### src/design/oile_pkg.sv
// Shared types and codes for the ordered integer list engine.
package oile_pkg;

    // Operation codes carried in the func field.
    localparam logic [2:0] FUNC_APPEND = 3'd0;
    localparam logic [2:0] FUNC_READ   = 3'd1;
    localparam logic [2:0] FUNC_POP    = 3'd2;
    localparam logic [2:0] FUNC_FIND   = 3'd3;
    localparam logic [2:0] FUNC_DUMP   = 3'd4;

    // Result status codes.
    localparam logic [1:0] STAT_OK    = 2'd0;
    localparam logic [1:0] STAT_RANGE = 2'd1;
    localparam logic [1:0] STAT_FULL  = 2'd2;
    localparam logic [1:0] STAT_EMPTY = 2'd3;

    // A dump never emits more beats than this.
    localparam int MAX_RES = 16;

    typedef struct packed {
        logic [2:0]         func;
        logic [3:0]         position_in;
        logic signed [31:0] data_in;
    } t_cmd;

    typedef struct packed {
        logic signed [31:0] data_out;
        logic [3:0]         position_out;
        logic [1:0]         status;
        logic [4:0]         element_count;
        logic               last;
    } t_result;

    typedef enum logic [2:0] {
        ST_IDLE,
        ST_READ,
        ST_POP,
        ST_SHIFT,
        ST_FIND,
        ST_DUMP
    } t_state;

endpackage

### src/design/ordered_int_list_engine_unit.sv
// Top level of the ordered integer list engine: control sequencer around the list memory.
//
// An append, and any command answered by a status alone, is accepted and its result
// beat appears on the following cycle; busy stays low, so the next command may follow
// at once. A read passes the addressed entry through the read register of the list
// memory and then the result register. A pop emits its value by the same path and then
// stays busy while the entries behind the removed one move down, one entry per cycle.
// A find scans from the head, one element per cycle, until a hit or the last element.
// A dump emits min(count, 16) beats, one beat per cycle, after the read of the head
// entry. This pacing is set by the single read port of the list memory. Result beats
// carry o_valid for exactly one cycle and cannot be held off by the receiver.
module ordered_int_list_engine_unit #(
    parameter int DEPTH = 16
) (
    input  logic              i_clk,
    input  logic              i_rst_n,
    input  logic              start,
    output logic              busy,
    input  oile_pkg::t_cmd    i_cmd,
    output logic              o_valid,
    output oile_pkg::t_result o_result
);
    import oile_pkg::*;

    localparam int AW = $clog2(DEPTH);
    localparam int CW = $clog2(DEPTH + 1);
    localparam int XW = (CW > 5) ? CW : 5;

    t_state          r_state, n_state;
    logic [CW-1:0]   r_count, n_count;
    logic [AW-1:0]   r_idx, n_idx;
    logic [AW-1:0]   r_end, n_end;
    logic [31:0]     r_key, n_key;
    t_result         r_out, n_out;
    logic            r_out_vld, n_out_vld;

    logic            mem_we;
    logic [AW-1:0]   mem_waddr;
    logic [31:0]     mem_wdata;
    logic [AW-1:0]   mem_raddr;
    logic [31:0]     mem_rdata;

    logic            accept;
    logic            is_empty;
    logic            is_full;
    logic            pos_bad;
    logic            at_end;
    logic            hit;
    logic [XW-1:0]   cnt_x;
    logic [AW-1:0]   dump_end;

    oile_mem #(
        .DEPTH (DEPTH),
        .AW    (AW)
    ) u_mem (
        .i_clk   (i_clk),
        .i_we    (mem_we),
        .i_waddr (mem_waddr),
        .i_wdata (mem_wdata),
        .i_raddr (mem_raddr),
        .o_rdata (mem_rdata)
    );

    assign busy     = (r_state != ST_IDLE);
    assign accept   = start && !busy;
    assign o_valid  = r_out_vld;
    assign o_result = r_out;

    assign cnt_x    = XW'(r_count);
    assign is_empty = (r_count == '0);
    assign is_full  = (r_count == CW'(DEPTH));
    assign pos_bad  = (XW'(i_cmd.position_in) >= cnt_x);
    assign at_end   = (r_idx == r_end);
    assign hit      = (mem_rdata == r_key);
    assign dump_end = (cnt_x > XW'(MAX_RES)) ? AW'(MAX_RES - 1) : AW'(r_count - 1'b1);

    always_comb begin
        n_state = r_state;
        unique case (r_state)
            ST_IDLE: begin
                if (accept && !is_empty) begin
                    case (i_cmd.func)
                        FUNC_READ: if (!pos_bad) n_state = ST_READ;
                        FUNC_POP:  if (!pos_bad) n_state = ST_POP;
                        FUNC_FIND: n_state = ST_FIND;
                        FUNC_DUMP: n_state = ST_DUMP;
                        default:   n_state = ST_IDLE;
                    endcase
                end
            end
            ST_READ:  n_state = ST_IDLE;
            ST_POP:   n_state = at_end ? ST_IDLE : ST_SHIFT;
            ST_SHIFT: if (at_end) n_state = ST_IDLE;
            ST_FIND:  if (hit || at_end) n_state = ST_IDLE;
            ST_DUMP:  if (at_end) n_state = ST_IDLE;
            default:  n_state = ST_IDLE;
        endcase
    end

    always_comb begin
        n_count   = r_count;
        n_idx     = r_idx;
        n_end     = r_end;
        n_key     = r_key;
        n_out_vld = 1'b0;
        n_out     = '{data_out: '0, position_out: '0, status: STAT_OK,
                      element_count: 5'(r_count), last: 1'b1};
        mem_we    = 1'b0;
        mem_waddr = r_idx - 1'b1;
        mem_wdata = mem_rdata;
        mem_raddr = r_idx + 1'b1;
        unique case (r_state)
            ST_IDLE: begin
                if (accept) begin
                    case (i_cmd.func)
                        FUNC_APPEND: begin
                            n_out_vld = 1'b1;
                            if (is_full) begin
                                n_out.status = STAT_FULL;
                            end else begin
                                mem_we              = 1'b1;
                                mem_waddr           = AW'(r_count);
                                mem_wdata           = i_cmd.data_in;
                                n_count             = r_count + 1'b1;
                                n_out.element_count = 5'(r_count + 1'b1);
                            end
                        end
                        FUNC_READ, FUNC_POP: begin
                            if (is_empty) begin
                                n_out_vld    = 1'b1;
                                n_out.status = STAT_EMPTY;
                            end else if (pos_bad) begin
                                n_out_vld    = 1'b1;
                                n_out.status = STAT_RANGE;
                            end else begin
                                mem_raddr = AW'(i_cmd.position_in);
                                n_idx     = AW'(i_cmd.position_in);
                                n_end     = AW'(r_count - 1'b1);
                                // The count drops now; the pop beat reports the new count.
                                if (i_cmd.func == FUNC_POP) begin
                                    n_count = r_count - 1'b1;
                                end
                            end
                        end
                        FUNC_FIND, FUNC_DUMP: begin
                            if (is_empty) begin
                                n_out_vld    = 1'b1;
                                n_out.status = STAT_EMPTY;
                            end else begin
                                mem_raddr = '0;
                                n_idx     = '0;
                                n_key     = i_cmd.data_in;
                                n_end     = (i_cmd.func == FUNC_DUMP) ? dump_end
                                                                       : AW'(r_count - 1'b1);
                            end
                        end
                        default: n_out_vld = 1'b0;
                    endcase
                end
            end
            ST_READ, ST_POP: begin
                n_out_vld      = 1'b1;
                n_out.data_out = mem_rdata;
                n_idx          = r_idx + 1'b1;
            end
            ST_SHIFT: begin
                // The entry read last cycle moves down one place.
                mem_we = 1'b1;
                n_idx  = r_idx + 1'b1;
            end
            ST_FIND: begin
                n_idx = r_idx + 1'b1;
                if (hit) begin
                    n_out_vld          = 1'b1;
                    n_out.position_out = 4'(r_idx);
                end else if (at_end) begin
                    n_out_vld    = 1'b1;
                    n_out.status = STAT_RANGE;
                end
            end
            ST_DUMP: begin
                n_out_vld          = 1'b1;
                n_out.data_out     = mem_rdata;
                n_out.position_out = 4'(r_idx);
                n_out.last         = at_end;
                n_idx              = r_idx + 1'b1;
            end
            default: n_out_vld = 1'b0;
        endcase
    end

    always_ff @(posedge i_clk) begin
        if (!i_rst_n) begin
            r_state   <= ST_IDLE;
            r_count   <= '0;
            r_out_vld <= 1'b0;
        end else begin
            r_state   <= n_state;
            r_count   <= n_count;
            r_out_vld <= n_out_vld;
        end
    end

    always_ff @(posedge i_clk) begin
        r_idx <= n_idx;
        r_end <= n_end;
        r_key <= n_key;
        r_out <= n_out;
    end

    a_count_bound: assert property (@(posedge i_clk) disable iff (!i_rst_n)
        r_count <= CW'(DEPTH))
        else $error("element count above list depth");

    a_full_keeps_count: assert property (@(posedge i_clk) disable iff (!i_rst_n)
        (accept && i_cmd.func == FUNC_APPEND && is_full) |=> $stable(r_count))
        else $error("append on a full list changed the count");

    a_error_beat_shape: assert property (@(posedge i_clk) disable iff (!i_rst_n)
        (o_valid && o_result.status != STAT_OK) |-> (o_result.last && o_result.data_out == '0))
        else $error("error beat carries data or is not last");

    a_dump_continues: assert property (@(posedge i_clk) disable iff (!i_rst_n)
        (o_valid && !o_result.last) |=> o_valid)
        else $error("dump stopped before its last beat");

    a_shift_writes_below: assert property (@(posedge i_clk) disable iff (!i_rst_n)
        (r_state == ST_SHIFT) |-> (mem_we && mem_waddr < r_idx))
        else $error("shift write not below the entry being read");

endmodule

### src/design/oile_mem.sv
// Simple dual-port list storage with a registered read port.
module oile_mem #(
    parameter int DEPTH = 16,
    parameter int AW    = 4
) (
    input  logic          i_clk,
    input  logic          i_we,
    input  logic [AW-1:0] i_waddr,
    input  logic [31:0]   i_wdata,
    input  logic [AW-1:0] i_raddr,
    output logic [31:0]   o_rdata
);
    logic [31:0] r_mem [DEPTH];

    always_ff @(posedge i_clk) begin
        if (i_we) begin
            r_mem[i_waddr] <= i_wdata;
        end
    end

    always_ff @(posedge i_clk) begin
        o_rdata <= r_mem[i_raddr];
    end

endmodule
### config.mk
export PLATFORM = sky130hd
export DESIGN_NAME = ordered_int_list_engine_unit
export DESIGN_NICKNAME = d
export VERILOG_FILES = /design/src/design/oile_pkg.sv /design/src/design/ordered_int_list_engine_unit.sv /design/src/design/oile_mem.sv
export SDC_FILE = /design/constraint.sdc
export NUM_CORES = 1
export LEC_CHECK = 0
export BUFFER_PORTS_ARGS = -buffer_cell sky130_fd_sc_hd__buf_4
export CORE_MARGIN = 3
export CORE_UTILIZATION = 44
export DETAILED_ROUTE_END_ITERATION = 6
export SLEW_MARGIN = 30
export SYNTH_ARGS = -nofsm -noshare
export SYNTH_HDL_FRONTEND = slang
export SYNTH_SLANG_ARGS = --single-unit
### constraint.sdc
create_clock -name i_clk -period 5.1 [get_ports i_clk]
set_input_delay 0.765 -clock i_clk [delete_from_list [all_inputs] [get_ports i_clk]]
set_output_delay 0.765 -clock i_clk [all_outputs]
set_load 0.02 [all_outputs]
==> impl_metrics.py <==
metrics = {
    "routing": {
        "via_per_inst": 5.867,
        "vias": 15380,
        "drcViolationCount": 0,
        "detail-route-antenna-nets": 0,
        "dr.pass1.iters": 5,
        "first_iter_violations": 1448,
        "routed_wirelength_mm": 67.12,
        "wl_per_cell_um": 25.60,
    },
    "power_and_ir_drop": {
        "p_sw_w": 0.003999,
        "power_switching_share": 0.2858,
        "peakVddDrop_mv": 0.3525,
        "comb_power_share": 0.182,
        "p_leak_nw": 10.09,
        "pwr-share-clk": 0.341,
        "p_per_area_mw_per_mm2": 479.8,
        "p_int_w": 0.009994,
        "pwr-share-seq": 0.477,
    },
    "place": {
        "hpwl_mm": 36.79,
        "portBuffers": 87,
        "placedCellCount": 2497,
        "globalplace.congestion": 0.8193,
        "placedInstanceArea_mm2": 0.02701,
    },
    "sta": {
        "setup_viol": 0,
        "setup-tns-final_ns": 0,
        "fmax_mhz": 228.8,
        "worst_pin_slew_ns": 0.9880,
        "hold_viol_final": 0,
        "period_minus_slack_ns": 4.372,
        "rsz0062_at_grt": "no",
        "slew_viol_final": 0,
        "finalClockSkew_ns": 0.01506,
        "slew_headroom": 0.3413,
        "fin_crit_sh": 0.8572,
    },
    "clocking": {
        "cts.path.max_buffers": 3,
        "cts_max_level": 3,
        "clkLatencyLatePin_ns": 0.61,
        "cts_sinks": 637,
        "cts-root-buf": "clkbuf_16",
        "cts_hold_buffers": 0,
        "cts_inserted_buffers": 67,
        "post_cts.repair.setup_buffers": 0,
        "cts_tree": "built",
        "cts_resized": 0,
        "path_clk_slew_ns": 0.06,
    },
    "status": {
        "status": "complete, no violations",
    },
    "logic_synthesis": {
        "ys_top_cells_by_area": "edfxtp_1 (66%), dfxtp_1 (6.7%), nand2_1 (3.6%)",
        "async_flop_share": 0,
        "synth_top_area_frac": 0.6572,
        "yosys.area.top_type": "edfxtp_1",
        "synth_cell_types": 71,
        "yosysMostFrequentCell": "edfxtp_1",
        "ys_seq_elements": 637,
        "synth_commonest_cells": "edfxtp_1 (552), nand2_1 (245), and3_1 (92)",
        "synth_area_per_cell_um2": 14.60,
        "synth_edf_count": 552,
        "synth_nets": 1777,
        "ys_seq_area_frac": 0.7247,
        "synth_cells": 1727,
        "synth_warnings": 0,
        "yosys_most_used_dff": "edfxtp_1",
        "synth_area_mm2": 0.02522,
    },
    "die": {
        "die_h_um": 245.4,
        "core_mm2": 0.05660,
        "fp.dieW_um": 245.4,
        "num_io_pins": 88,
        "start_util": 0.4456,
        "die_area_mm2": 0.06023,
        "rows": 87,
    },
    "global_route": {
        "grt_pass1_wl_mm": 99.42,
        "grt-ovfl-total": 0,
        "antenna_found_initial": 1,
        "grt_max_degree": 118,
        "grt_pass1_vias": 15060,
        "grt_usage": 0.2240,
    },
    "final_layout": {
        "drive_above_1_share": 0.1727,
        "area_growth_pct": 15.63,
        "nFillCells": 4770,
        "final_nets": 1860,
        "instances_no_fill": 2622,
        "final_cell_area_mm2": 0.02916,
    },
    "critical_path": {
        "crit_fanout": 73,
        "worstSetupPathType": "reg -> reg",
        "startpoint_type": "register",
        "arrival_ns": 4.92,
        "cpPeakStageDelay_ns": 0.74,
        "endpoint_kind": "register",
        "crit_slowest_cell": "and2_4",
        "cp_cell_sequence": "inv_1 -> ha_1 -> or3b_1 -> a21oi_1 -> o41ai_4 -> nand4_1 -> buf_12 -> and2_4 -> buf_12 -> nand2_1 -> a311oi_1 -> or4_1",
        "timing.critical_path.mode_cell": "buf_12",
        "cp.required_ns": 5.65,
    },
    "job": {
        "cap_viol_max_count": 0,
    },
    "min_path": {
        "hp-class": "in -> reg",
    },
}
[registers in the layout (all words and copies together), names as in the netlist]
signal / flops
r_idx: 4
u_mem.o_rdata: 32
r_end: 4
o_result: 44
cnt_x: 5
r_key: 32
u_mem.r_mem: 512
o_valid: 1
r_state: 3
[final timing paths]
| kind | startpoint | to | slack (ns) | cells past startpoint |
|---|---|---|---|---|
| worst max-delay path | cnt_x[0] | u_mem.o_rdata[22] | 0.73 | 12 |
| worst min-delay path | i_cmd[10] | r_key[10] | 0.34 | 1 |
| worst max register to register | cnt_x[0] | u_mem.o_rdata[22] | 0.73 | 12 |
| worst min register to register | u_mem.o_rdata[24] | o_result[36] | 0.49 | 1 |
[cell usage in the layout, fill, tap and decap left out, types with 12 or more instances in the layout]
| master | Yosys | layout |
|---|---|---|
| a21oi_1 | 44 | 44 |
| clkbuf_16 | 0 | 69 |
| a221oi_1 | 31 | 31 |
| nor2_1 | 34 | 18 |
| nor3_1 | 13 | 13 |
| and3_1 | 92 | 92 |
| mux2_2 | 34 | 34 |
| or4_1 | 32 | 32 |
| mux2i_1 | 42 | 42 |
| buf_12 | 0 | 14 |
| buf_4 | 2 | 123 |
| dfxtp_1 | 85 | 85 |
| nor2_4 | 1 | 17 |
| nand2_1 | 245 | 245 |
| xor2_1 | 36 | 36 |
| o21ai_0 | 16 | 16 |
| a311oi_1 | 90 | 90 |
| xnor2_1 | 14 | 14 |
| clkinv_2 | 0 | 12 |
| and2_1 | 39 | 37 |
| clkbuf_1 | 74 | 20 |
| a211oi_1 | 83 | 83 |
| edfxtp_1 | 552 | 552 |
[cell type report]
type	count	area, µm²	area share
sequential	637	18280	0.6267
antenna	1	2.502	0.00008581
inverter	12	50.05	0.001716
timing repair buffer	138	1209	0.04144
clock inverter	30	272.8	0.009353
tap	756	945.9	0.03244
multi-input combinational	954	6535	0.2241
clock buffer	94	1871	0.06414
[power groups by stage]
| stage | logic, W | registers (W) | clock network (W) |
|---|---|---|---|
| after floorplan | 0.00157 | 0.00671 | 0 |
| after global placement | 0.00249 | 0.00679 | 0 |
| after detailed placement | 0.00253 | 0.00679 | 0 |
| after CTS | 0.00254 | 0.00668 | 0.00485 |
| after global routing | 0.00277 | 0.00670 | 0.00508 |
| final | 0.00254 | 0.00668 | 0.00477 |
[cells by family after synthesis]
kind of cell,Yosys count,share of synthesized area
AND/OR/NAND/NOR,511,0.1022
adder cells (fa/ha/maj),8,0.003969
XOR/XNOR,50,0.01736
AO/OA/AOI/OAI,308,0.09540
multiplexers,77,0.03229
flip-flops,637,0.7247
buffers and inverters,136,0.02411
[routing by layer]
layer / track usage / vias up / wire (µm)
met5: 0 / - / 0
met4: 0.06738 / 0 / 1830
met3: 0.03991 / 123 / 4699
met2: 0.3447 / 612 / 30350
met1: 0.3264 / 7780 / 30230
li1: - / 6867 / -
[critical path: cells and delay by family (launching register included)]
kind                     cells  cell delay (ns)
AND/OR/NAND/NOR              5             1.82
buffers and inverters        3             0.94
AO/OA/AOI/OAI                3             0.71
flip-flops                   1             0.46
adder cells (fa/ha/maj)      1             0.30
[metrics by stage]
stage               hold slack, ns  setup slack, ns  utilization  power (W)
finish                      0.3406           0.7284       0.5152    0.01399
global route                0.3131           0.5762       0.5152    0.01454
CTS                         0.3067           0.7861       0.5151    0.01407
detailed placement          0.4900           0.8290       0.4772   0.009316
global placement            0.4856           0.9295       0.4769   0.009277
floorplan                   0.4689           0.7167            -   0.008284
Power figures use the tool's default switching activity.
